--- src/design/assert_macros.svh ---
// Assertion helpers shared by the converter's RTL files.
// Each macro takes a label, the clock, the active-low reset, the condition,
// the consequence and a message.
`ifndef ASSERT_MACROS_SVH
`define ASSERT_MACROS_SVH

// Same-cycle implication, disabled while reset is held.
`define ASSERT_IMPLIES(label, clk, rst_n, ante, cons, msg) \
  label: assert property (@(posedge clk) disable iff (!rst_n) (ante) |-> (cons)) \
    else $error(msg);

// Next-cycle implication, disabled while reset is held.
`define ASSERT_NEXT(label, clk, rst_n, ante, cons, msg) \
  label: assert property (@(posedge clk) disable iff (!rst_n) (ante) |=> (cons)) \
    else $error(msg);

`endif

--- src/design/rgbyuv_pkg.sv ---
// ----------------------------------------------------------------------------
// rgbyuv_pkg
// Types, constants and arithmetic helpers for the RGB to YCbCr 4:2:0 converter.
// ----------------------------------------------------------------------------
`default_nettype none

package rgbyuv_pkg;

  // Width of the image width register.
  localparam int unsigned CFG_WIDTH_W = 13;
  // Image width after reset.
  localparam logic [CFG_WIDTH_W-1:0] WIDTH_RESET = 13'd640;

  // Width of the scaled numerators (all lie in 16000..239945).
  localparam int unsigned NUM_W = 18;

  // Reciprocal of 1000 scaled by 2**28, rounded up; exact for all numerators here.
  localparam int unsigned RECIP_W     = 19;
  localparam int unsigned RECIP_SHIFT = 28;
  localparam logic [RECIP_W-1:0] RECIP_1000 = 19'd268436;

  // Chroma kind codes.
  localparam logic [1:0] KIND_NONE = 2'd0;
  localparam logic [1:0] KIND_CB   = 2'd1;
  localparam logic [1:0] KIND_CR   = 2'd2;

  // One input pixel.
  typedef struct packed {
    logic [7:0] red;
    logic [7:0] green;
    logic [7:0] blue;
    logic       frame_start;
  } pixel_in_t;

  // One result item.
  typedef struct packed {
    logic [7:0] luma;
    logic [7:0] chroma;
    logic [1:0] chroma_kind;
  } yuv_out_t;

  // Luma numerator: 16000 + 257R + 504G + 98B.
  function automatic logic [NUM_W-1:0] luma_num(input logic [7:0] r, input logic [7:0] g,
                                                input logic [7:0] b);
    luma_num = 18'd16000 + NUM_W'(r) * 18'd257 + NUM_W'(g) * 18'd504
             + NUM_W'(b) * 18'd98;
  endfunction

  // Cb numerator: 128000 - 148R - 291G + 439B. The true value is never negative
  // and fits in NUM_W bits, so wrapping arithmetic gives the exact result.
  function automatic logic [NUM_W-1:0] cb_num(input logic [7:0] r, input logic [7:0] g,
                                              input logic [7:0] b);
    cb_num = 18'd128000 + NUM_W'(b) * 18'd439 - NUM_W'(r) * 18'd148
           - NUM_W'(g) * 18'd291;
  endfunction

  // Cr numerator: 128000 + 439R - 368G - 71B, computed the same way.
  function automatic logic [NUM_W-1:0] cr_num(input logic [7:0] r, input logic [7:0] g,
                                              input logic [7:0] b);
    cr_num = 18'd128000 + NUM_W'(r) * 18'd439 - NUM_W'(g) * 18'd368
           - NUM_W'(b) * 18'd71;
  endfunction

  // Floor of n / 1000 by reciprocal multiplication; the quotient is below 256.
  function automatic logic [7:0] div1000(input logic [NUM_W-1:0] n);
    logic [NUM_W+RECIP_W-1:0] prod;
    prod = (NUM_W+RECIP_W)'(n) * (NUM_W+RECIP_W)'(RECIP_1000);
    div1000 = prod[RECIP_SHIFT +: 8];
  endfunction

endpackage

`default_nettype wire

--- src/design/rgbyuv_raster.sv ---
// ----------------------------------------------------------------------------
// rgbyuv_raster
// Raster position tracking: image width register, column counter and row
// parity, and the chroma kind of the pixel being accepted.
// ----------------------------------------------------------------------------
`default_nettype none

`include "assert_macros.svh"

module rgbyuv_raster
  import rgbyuv_pkg::*;
#(
  parameter int unsigned MAX_WIDTH = 4096
) (
  input  wire logic                   clk,
  input  wire logic                   rst_n,
  input  wire logic                   cfg_wr_en,
  input  wire logic [CFG_WIDTH_W-1:0] cfg_wr_data,
  input  wire logic                   pix_accept,
  input  wire logic                   frame_start,
  output logic [1:0]                  chroma_kind
);

  // Column counter width and the width used for the wrap compare.
  localparam int unsigned COL_W = (MAX_WIDTH > 2) ? $clog2(MAX_WIDTH) : 1;
  localparam int unsigned CMP_W = (COL_W + 1 > CFG_WIDTH_W) ? COL_W + 1 : CFG_WIDTH_W;
  localparam logic [CMP_W-1:0] MAX_CMP = CMP_W'(MAX_WIDTH);

  logic [CFG_WIDTH_W-1:0] image_width_r;
  logic [COL_W-1:0]       col_r, col_nxt;
  logic                   row_odd_r, row_odd_nxt;
  logic [COL_W-1:0]       col_eff;
  logic                   row_eff;
  logic [CMP_W-1:0]       width_use;
  logic [CMP_W-1:0]       col_plus1;

  // A frame start pixel is taken as column 0 of row 0.
  assign col_eff = frame_start ? '0 : col_r;
  assign row_eff = frame_start ? 1'b0 : row_odd_r;

  // Chroma is sampled in even columns: Cb on even rows, Cr on odd rows.
  always_comb begin
    if (col_eff[0]) begin
      chroma_kind = KIND_NONE;
    end else if (row_eff) begin
      chroma_kind = KIND_CR;
    end else begin
      chroma_kind = KIND_CB;
    end
  end

  // Width in use: zero counts as one, and it is capped at the maximum.
  always_comb begin
    width_use = CMP_W'(image_width_r);
    if (image_width_r == '0) begin
      width_use = CMP_W'(1);
    end
    if (width_use > MAX_CMP) begin
      width_use = MAX_CMP;
    end
  end

  // Advance the column; wrap and toggle the row parity at the end of a row.
  assign col_plus1 = CMP_W'(col_eff) + CMP_W'(1);

  always_comb begin
    if (col_plus1 >= width_use) begin
      col_nxt     = '0;
      row_odd_nxt = ~row_eff;
    end else begin
      col_nxt     = col_plus1[COL_W-1:0];
      row_odd_nxt = row_eff;
    end
  end

  // Configuration register and raster position.
  always_ff @(posedge clk) begin
    if (!rst_n) begin
      image_width_r <= WIDTH_RESET;
      col_r         <= '0;
      row_odd_r     <= 1'b0;
    end else begin
      if (cfg_wr_en) begin
        image_width_r <= cfg_wr_data;
      end
      if (pix_accept) begin
        col_r     <= col_nxt;
        row_odd_r <= row_odd_nxt;
      end
    end
  end

  // The column never reaches the maximum width.
  `ASSERT_IMPLIES(a_col_in_range, clk, rst_n, 1'b1, CMP_W'(col_r) < MAX_CMP,
                  "column counter beyond maximum width")

  // A frame start pixel is always a Cb sample.
  `ASSERT_IMPLIES(a_frame_start_cb, clk, rst_n, pix_accept && frame_start,
                  chroma_kind == KIND_CB, "frame start pixel is not a Cb sample")

  // The column only moves when a pixel is taken.
  `ASSERT_NEXT(a_col_hold, clk, rst_n, !pix_accept, $stable(col_r),
               "column counter moved without a pixel")

endmodule

`default_nettype wire

--- src/design/rgb_to_yuv420_converter.sv ---
// ----------------------------------------------------------------------------
// rgb_to_yuv420_converter
// RGB24 to BT.601 studio-range YCbCr 4:2:0 pixel converter.
// ----------------------------------------------------------------------------
// The block takes one pixel per clock while in_stall is low and returns one
// item per pixel: the pixel's luma, plus a Cb (even rows) or Cr (odd rows)
// sample for pixels in even columns. Each pixel passes through the first
// register, which holds the scaled numerators, then the second, which holds
// the quotients after the reciprocal multiply by 1/1000 and drives the
// output. With out_stall low, a new pixel can follow in every cycle.
// in_stall rises only when both stages are full and the output is stalled.
// image_width is to be written through cfg_wr_en / cfg_wr_data only while
// the block is idle; the block itself does not enforce this. frame_start on
// a pixel restarts the raster at column 0, row 0.
`default_nettype none

`include "assert_macros.svh"

module rgb_to_yuv420_converter
  import rgbyuv_pkg::*;
#(
  parameter int unsigned MAX_WIDTH = 4096
) (
  input  wire logic                   clk,
  input  wire logic                   rst_n,
  // Pixel input.
  input  wire logic                   in_valid,
  output logic                        in_stall,
  input  wire pixel_in_t              in_item,
  // Result output.
  output logic                        out_valid,
  input  wire logic                   out_stall,
  output yuv_out_t                    out_item,
  // Image width register.
  input  wire logic                   cfg_wr_en,
  input  wire logic [CFG_WIDTH_W-1:0] cfg_wr_data
);

  logic             in_accept;
  logic             out_advance;
  logic [1:0]       kind;
  logic [NUM_W-1:0] luma_num_nxt, chroma_num_nxt;

  logic             s1_valid_r, s1_valid_nxt;
  logic [NUM_W-1:0] s1_luma_num_r, s1_chroma_num_r;
  logic [1:0]       s1_kind_r;

  logic             out_valid_r, out_valid_nxt;
  yuv_out_t         out_item_r, out_item_nxt;

  // Pipeline flow: the output stage moves when empty or taken.
  assign out_advance = !out_valid_r || !out_stall;
  assign in_stall    = s1_valid_r && !out_advance;
  assign in_accept   = in_valid && !in_stall;

  // Raster position and chroma kind of the incoming pixel.
  rgbyuv_raster #(
    .MAX_WIDTH (MAX_WIDTH)
  ) u_raster (
    .clk         (clk),
    .rst_n       (rst_n),
    .cfg_wr_en   (cfg_wr_en),
    .cfg_wr_data (cfg_wr_data),
    .pix_accept  (in_accept),
    .frame_start (in_item.frame_start),
    .chroma_kind (kind)
  );

  // First stage: scaled numerators from constant coefficient products.
  assign luma_num_nxt = luma_num(in_item.red, in_item.green, in_item.blue);

  always_comb begin
    unique case (kind)
      KIND_CR: chroma_num_nxt = cr_num(in_item.red, in_item.green, in_item.blue);
      default: chroma_num_nxt = cb_num(in_item.red, in_item.green, in_item.blue);
    endcase
  end

  always_comb begin
    s1_valid_nxt = s1_valid_r;
    if (in_accept) begin
      s1_valid_nxt = 1'b1;
    end else if (out_advance) begin
      s1_valid_nxt = 1'b0;
    end
  end

  // Second stage: divide by 1000 and form the result item.
  always_comb begin
    out_item_nxt.luma        = div1000(s1_luma_num_r);
    out_item_nxt.chroma_kind = s1_kind_r;
    if (s1_kind_r == KIND_NONE) begin
      out_item_nxt.chroma = '0;
    end else begin
      out_item_nxt.chroma = div1000(s1_chroma_num_r);
    end
  end

  assign out_valid_nxt = out_advance ? s1_valid_r : out_valid_r;

  // Control registers.
  always_ff @(posedge clk) begin
    if (!rst_n) begin
      s1_valid_r  <= 1'b0;
      out_valid_r <= 1'b0;
    end else begin
      s1_valid_r  <= s1_valid_nxt;
      out_valid_r <= out_valid_nxt;
    end
  end

  // Payload registers.
  always_ff @(posedge clk) begin
    if (in_accept) begin
      s1_luma_num_r   <= luma_num_nxt;
      s1_chroma_num_r <= chroma_num_nxt;
      s1_kind_r       <= kind;
    end
    if (out_advance && s1_valid_r) begin
      out_item_r <= out_item_nxt;
    end
  end

  assign out_valid = out_valid_r;
  assign out_item  = out_item_r;

  // Input is held off only when both stages are occupied.
  `ASSERT_IMPLIES(a_stall_full, clk, rst_n, in_stall, s1_valid_r && out_valid_r,
                  "input stalled with a free stage")

  // Luma stays inside the studio range.
  `ASSERT_IMPLIES(a_luma_range, clk, rst_n, out_valid_r,
                  out_item_r.luma >= 8'd16 && out_item_r.luma <= 8'd235,
                  "luma out of studio range")

  // Results without a chroma sample carry a zero chroma field, and no
  // undefined kind code ever appears.
  `ASSERT_IMPLIES(a_chroma_kind, clk, rst_n, out_valid_r,
                  (out_item_r.chroma_kind == KIND_NONE && out_item_r.chroma == 8'd0) ||
                  out_item_r.chroma_kind == KIND_CB || out_item_r.chroma_kind == KIND_CR,
                  "bad chroma kind or stray chroma value")

  // A held first-stage item is still there in the next cycle.
  `ASSERT_NEXT(a_s1_hold, clk, rst_n, s1_valid_r && !out_advance, s1_valid_r,
               "first stage item lost while output stalled")

endmodule

`default_nettype wire

--- config.mk ---
export PLATFORM = sky130hd
export DESIGN_NAME = rgb_to_yuv420_converter
export DESIGN_NICKNAME = d
export VERILOG_FILES = /design/src/design/rgbyuv_pkg.sv /design/src/design/rgbyuv_raster.sv /design/src/design/rgb_to_yuv420_converter.sv
export VERILOG_INCLUDE_DIRS = /design/src /design/src/design
export SDC_FILE = /design/constraint.sdc
export NUM_CORES = 1
export LEC_CHECK = 0
export BUFFER_PORTS_ARGS = -buffer_cell sky130_fd_sc_hd__buf_2
export CAP_MARGIN = 15
export CORE_MARGIN = 2
export CORE_UTILIZATION = 60
export CTS_CLUSTER_SIZE = 25
export DETAILED_ROUTE_END_ITERATION = 10
export GPL_TIMING_DRIVEN = 0
export PLACE_DENSITY = 0.82
export SYNTH_ARGS = -nofsm -noshare
export SYNTH_HDL_FRONTEND = slang
export SYNTH_SLANG_ARGS = --single-unit
--- constraint.sdc ---
create_clock -name clk -period 9.6 [get_ports clk]
set_input_delay 1.44 -clock clk [delete_from_list [all_inputs] [get_ports clk]]
set_output_delay 1.44 -clock clk [all_outputs]
set_load 0.1 [all_outputs]
Yosys cells after proc, flatten, opt, wreduce, memory -nomap -nowiden
Index checks and enable logic that the tools add are counted.
{ "classes": {"mul": 11, "bitwise_logic": 1, "n_reduce_logical": 11, "eq_ne": 1, "muxes": 11, "add_sub_neg": 10, "n_lt_le_gt_ge": 2} }
{ "ops": {"columns": ["op", "count"], "rows": [
  ["18-bit by 17-bit multiplier with 34-bit output, second input constant", 2],
  ["8-bit by 9-bit multiplier with 17-bit output, second input constant", 4],
  ["8-bit by 6-bit multiplier with 14-bit output, second input constant", 3],
  ["17-bit by 17-bit adder with 18-bit output, first input constant", 2],
  ["18-bit by 17-bit subtractor with 18-bit output", 2],
  ["13-bit two-way mux", 2],
  ["12-bit two-way mux", 2],
  ["14-bit by 17-bit adder with 18-bit output, first input constant", 1],
  ["18-bit by 15-bit adder with 18-bit output", 1],
  ["18-bit by 17-bit adder with 18-bit output", 1],
  ["18-bit two-way mux", 1],
  ["18-bit by 15-bit subtractor with 18-bit output", 1],
  ["18-bit by 16-bit subtractor with 18-bit output", 1],
  ["8-bit by 7-bit multiplier with 15-bit output, second input constant", 1],
  ["12-bit by 1-bit adder with 13-bit output, second input constant", 1],
  ["13-bit >= comparator", 1],
  ["13-bit > comparator, second input constant", 1],
  ["13-bit zero test", 1],
  ["8-bit by 5-bit multiplier with 13-bit output, second input constant", 1],
  ["1-bit zero test", 4],
  ["1-bit two-way mux", 4],
  ["2-bit two-way mux", 2],
  ["1-bit logical AND", 3],
  ["2-bit == test, second input constant", 1],
  ["other kinds (4)", 4]
]} }
{ "totals": {"word_cells": 58, "regBits": 84} }

Logic depth before layout (Yosys ltp)
{ "depth": {"ltp_word": 7, "ltp_mapped": 31, "ltp_nobuf": 31} }

Cells and area by module
Synthesis repeated with hierarchy kept, for this count alone.
{ "unflattened": {"cells_unflattened": 2264, "hier_area_um2": 22343.9} }
{ "modules_own_cells": {"columns": ["mod", "instances", "area_per_inst_um2", "cells_each"], "rows": [
  ["rgb_to_yuv420_converter", 1, 20629.8, 2058],
  ["rgbyuv_raster", 1, 1714.1, 206]
]} }

Worst setup path before layout
Ideal clock, no wire load.
{ "synth_path": {"path_type": "input to register", "startpoint": "input in_item[10] (netlist bit)", "endpoint": "register s1_chroma_num_r[16], data pin", "t_arrival_ns": 8.095, "slack_ns": 1.240, "setup_time_ns": 0.265, "stages": 27, "path_cell_list": "ha_1 > inv_1 > fa_1 > fa_1 > inv_1 > ha_1 > inv_1 > o21ai_0 > a21oi_1 > xnor2_1 > fa_1 > inv_1 > fa_1 > fa_1 > inv_1 > fa_1 > fa_1 > inv_1 > fa_1 > inv_1 > ha_1 > and3_1 > o211ai_1 > a41oi_1 > a21oi_1 > mux2i_1 > or3_1"} }
{ "synth_via": {"elab_chain_len": 4, "word_cells_on_any_way": 6, "cone_classes": "add/sub (3); mul (2); mux (1)"} }
{ "synth_rtl": {"columns": ["item", "line", "rtl"], "rows": [
  ["start, declared", "rgb_to_yuv420_converter.sv:29", "input wire pixel_in_t in_item,"],
  ["8-bit by 5-bit multiplier with 13-bit output", "rgbyuv_pkg.sv:60", "cr_num = 18'd128000 + NUM_W'(r) * 18'd439 - NUM_W'(g) * 18'd368"],
  ["18-bit by 17-bit subtractor with 18-bit output", "rgbyuv_pkg.sv:60", null],
  ["18-bit by 15-bit subtractor with 18-bit output", "rgbyuv_pkg.sv:61", "- NUM_W'(b) * 18'd71;"],
  ["18-bit two-way mux *", "rgb_to_yuv420_converter.sv:73", "unique case (kind)"],
  ["via chroma_num_nxt[16]", "rgb_to_yuv420_converter.sv:42", "logic [NUM_W-1:0] luma_num_nxt, chroma_num_nxt;"],
  ["end signal, assigned", "rgb_to_yuv420_converter.sv:116", "s1_chroma_num_r <= chroma_num_nxt;"],
  ["end, declared", "rgb_to_yuv420_converter.sv:45", "logic [NUM_W-1:0] s1_luma_num_r, s1_chroma_num_r;"]
]} }
The timed path passes the listed nets; every way through them passes the cells marked *.
A chain may end at the register's enable or synchronous reset.

Worst setup path in the final report
{ "layout_path": {"startpoint": "input in_item[10] (netlist bit)", "endpoint": "register s1_chroma_num_r[17], data pin"} }
Same word-level chain as after synthesis.

==> results.cfg <==
[timing]
finClkSkew_ns = 0.00931
setup_total_negative_slack_ns = 0
worst_slew_pin_slew_ns = 1.05
maxSlewHeadroom_pct = 30.1
final-max-slew-violation-count = 0
hold_ws_ns = 0.460
unrepaired_setup_endpoints_after_global_routing = false
fmax_mhz = 109
finalWorstPathRequiredPeriod_ns = 9.18
report.final.setup_viol = 0
hold_viol = 0
fin_crit_sh_pct = 95.6

[min_path]
holdCritPathClass = reg2reg
worstHoldPathCells = 0
min_delay_worst_endpoint = out_item[1]
hold_path_startpoint = s1_kind_r[1]

[die]
core_region_area_mm2 = 0.0364
ioPinCount = 63
fp.dieW_um = 196
num_rows = 70
fp.dieArea_mm2 = 0.0384
vertical_extent_of_the_die_um = 196
effective_utilization_at_floorplan_pct = 60.6

[final_layout]
stdcell_area_mm2 = 0.0233
insertedDiodeCount = 0
layout.cells.most_common_list = 584 x sky130_fd_sc_hd__inv_1, 575 x sky130_fd_sc_hd__ha_1, 313 x sky130_fd_sc_hd__fa_1, 96 x sky130_fd_sc_hd__nor2_1, 79 x sky130_fd_sc_hd__a21oi_1
post_route_cells_drive_above_1_share_pct = 4.27
mostFrequentLayoutCell = sky130_fd_sc_hd__inv_1
layout_nets = 3242
final_util_pct = 64.0
syn_to_final_growth_pct = 5.58
fillCellCount = 2853

[yosys]
synthesis.yosys.warnings = 0
syn-num-nets = 3168
postSynthCellCount = 2237
synth_edf_count = 56
synth-seq-cells = 84
syn_avg_cell_area_um2 = 9.87
netlist-cell-type-count = 68
synthArstFlopShare_pct = 0
yosysSeqAreaShare_pct = 10.2
dominantRegCellSynth = sky130_fd_sc_hd__edfxtp_1
synthesis.area_mm2 = 0.0221

[clock_tree]
clk_latency_worst_skew_pair_ns = 0.36
post_cts.repair.setup_buffers = 0
cts_buf_count = 9
clkSinkCount = 84
clock_path_buffers = 2
ctsHtreeMaxLevel = 3
root_driver = sky130_fd_sc_hd__clkbuf_16
worst_setup_hold_path_clk_slew_ns = 0.07
cts_tree = built
cts-hold-fix-buffers = 0
post_cts.resized_instances = 0

[place]
finalWeightedCongestion = 0.922
io_buffer_count = 61
detailed_place_hpwl_mm = 41.5
post_dp_cell_area_mm2 = 0.0230

[route]
wl_met2_mm = 24.2
routedWlPerCell_um = 17.3
drtAntennaViolNets = 0
route.met3.wl_mm = 2.26
routed_wl_mm = 48.3
dr_total_vias = 15600
drt_pass1_iterations = 5
first_iteration_detailed_routing_drc_count = 678
post-route-drc-count = 0
routed.top_layer = met4
met1Wirelength_mm = 20.1
routed_via_density = 5.60

[critical_path]
setup.worst_path.start_class = primary input
slowest_stage = sky130_fd_sc_hd__fa_1
cp_data_required_time_ns = 9.69
timing.critical_path.from = in_item[10]
crit-reg2reg-launch = s1_chroma_num_r[6]
r2r_end = out_item[9]
endpoint_arrival_time_on_the_critical_path_ns = 9.27
critical_path.top_delay_family = adder cells
timing.critical_path.fanout_max = 8
rrSetupSlack_ns = 4.15
crit_path_category = in2reg
cp-end-kind = register
worst_r2r_path_depth = 17
critical_path.max_stage_delay_ns = 0.55
critical_path_buf_inv_count = 7

[global_routing]
vias_in_the_first_global_route = 17190
overflow = 0
track_usage_pct = 26.7
global_route_wire_length_before_repair_mm = 81.4
largest_net_degree_at_the_start_of_global_routing = 38
initial_antenna_violation_count = 0

[status]
status = complete, no violations

[run]
max_cap_viol_count = 0
-- metal layers --
layer | global-route usage [%] | vias to the layer above
li1 | - | 7386
met1 | 33.0 | 7714
met2 | 47.9 | 372
met3 | 3.15 | 128
met4 | 10.3 | 0
met5 | 0 | -
-- how the worst max path moves through the flow --
stage	endpoint	slack (ns)	cells past startpoint
4_1_cts	s1_chroma_num_r[17]	0.56	29
3_5_place_dp	s1_chroma_num_r[17]	0.15	29
2_1_floorplan	s1_chroma_num_r[16]	1.24	27
6_report	s1_chroma_num_r[17]	0.42	29
5_1_grt	s1_chroma_num_r[16]	0.18	29
3_3_place_gp	s1_chroma_num_r[17]	0.37	29
-- metrics by stage --
| step | std cells | worst slack, ns |
|---|---|---|
| 3_3_place_gp | 2766 | 0.365 |
| 5_1_grt | 2784 | 0.175 |
| 6_report | 2784 | 0.422 |
| 4_1_cts | 2784 | 0.561 |
| 3_5_place_dp | 2768 | 0.146 |
| 2_1_floorplan | 2237 | 1.24 |
-- layout make-up --
| class | count | area [um2] | share of cell area [%] |
|---|---|---|---|
| plain buffers | 11 | 42.5 | 0.182 |
| clock buffers | 10 | 250 | 1.07 |
| clock inverters | 6 | 51.3 | 0.220 |
| inverters | 584 | 2190 | 9.40 |
| multi-input cells | 1558 | 17600 | 75.5 |
| flip-flops and latches | 84 | 2240 | 9.62 |
| well taps | 468 | 586 | 2.51 |
| repair buffers | 63 | 340 | 1.46 |
-- synthesized netlist by cell type, types with 10 or more instances --
library cell / n / area [um2]
sky130_fd_sc_hd__nor3_1: 27 / 135
sky130_fd_sc_hd__and3_1: 15 / 93.8
sky130_fd_sc_hd__dfxtp_1: 28 / 561
sky130_fd_sc_hd__mux2i_1: 18 / 180
sky130_fd_sc_hd__nand2b_1: 13 / 81.3
sky130_fd_sc_hd__o21ai_0: 53 / 265
sky130_fd_sc_hd__a21oi_1: 79 / 395
sky130_fd_sc_hd__clkbuf_1: 10 / 37.5
sky130_fd_sc_hd__ha_1: 575 / 7190
sky130_fd_sc_hd__nor2b_1: 16 / 100
sky130_fd_sc_hd__nor2_1: 96 / 360
sky130_fd_sc_hd__a21o_1: 24 / 180
sky130_fd_sc_hd__inv_1: 584 / 2190
sky130_fd_sc_hd__fa_1: 313 / 6270
sky130_fd_sc_hd__xor2_1: 29 / 254
sky130_fd_sc_hd__xnor2_1: 65 / 569
sky130_fd_sc_hd__nand3_1: 22 / 110
sky130_fd_sc_hd__nand2_1: 75 / 282
sky130_fd_sc_hd__edfxtp_1: 56 / 1680
sky130_fd_sc_hd__o21a_1: 16 / 120
-- flip-flops by register name, indices dropped and copies added (netlist names), 2 cells and up --
signal                  flops
u_raster.image_width_r     13
s1_luma_num_r              18
s1_chroma_num_r            18
out_item                   18
s1_kind_r                   2
u_raster.col_r             12
-- worst register-to-register path: stages (launching register included) --
cell	delay, ns
sky130_fd_sc_hd__edfxtp_1	0.59
sky130_fd_sc_hd__ha_1	0.39
sky130_fd_sc_hd__ha_1	0.20
sky130_fd_sc_hd__fa_1	0.48
sky130_fd_sc_hd__inv_1	0.06
sky130_fd_sc_hd__fa_1	0.52
sky130_fd_sc_hd__inv_1	0.05
sky130_fd_sc_hd__fa_1	0.50
sky130_fd_sc_hd__fa_1	0.42
sky130_fd_sc_hd__ha_1	0.32
sky130_fd_sc_hd__a21oi_1	0.13
sky130_fd_sc_hd__nor2_1	0.06
sky130_fd_sc_hd__a211oi_1	0.29
sky130_fd_sc_hd__a2bb2oi_1	0.30
sky130_fd_sc_hd__a41oi_2	0.25
sky130_fd_sc_hd__o41ai_2	0.40
sky130_fd_sc_hd__or3_1	0.18
sky130_fd_sc_hd__a21oi_1	0.06
-- kinds of logic (layout without fill, tap and decap cells) --
group                      count (synthesis)  count (layout)  synth area share (%)
muxes                                     24              24                  1.12
DFF                                       84              84                  10.2
xor gates and xnor gates                  94              94                  3.73
buffers and inverters                    595             674                  10.1
AOI/OAI and AO/OA                        248             248                  7.35
adders and majority gates                888             888                  60.9
and+or+nand+nor                          304             304                  6.59
Power is left out: the tool's default activity adds up to more than one toggle a clock period on the data nets, which glitch-free logic cannot reach.
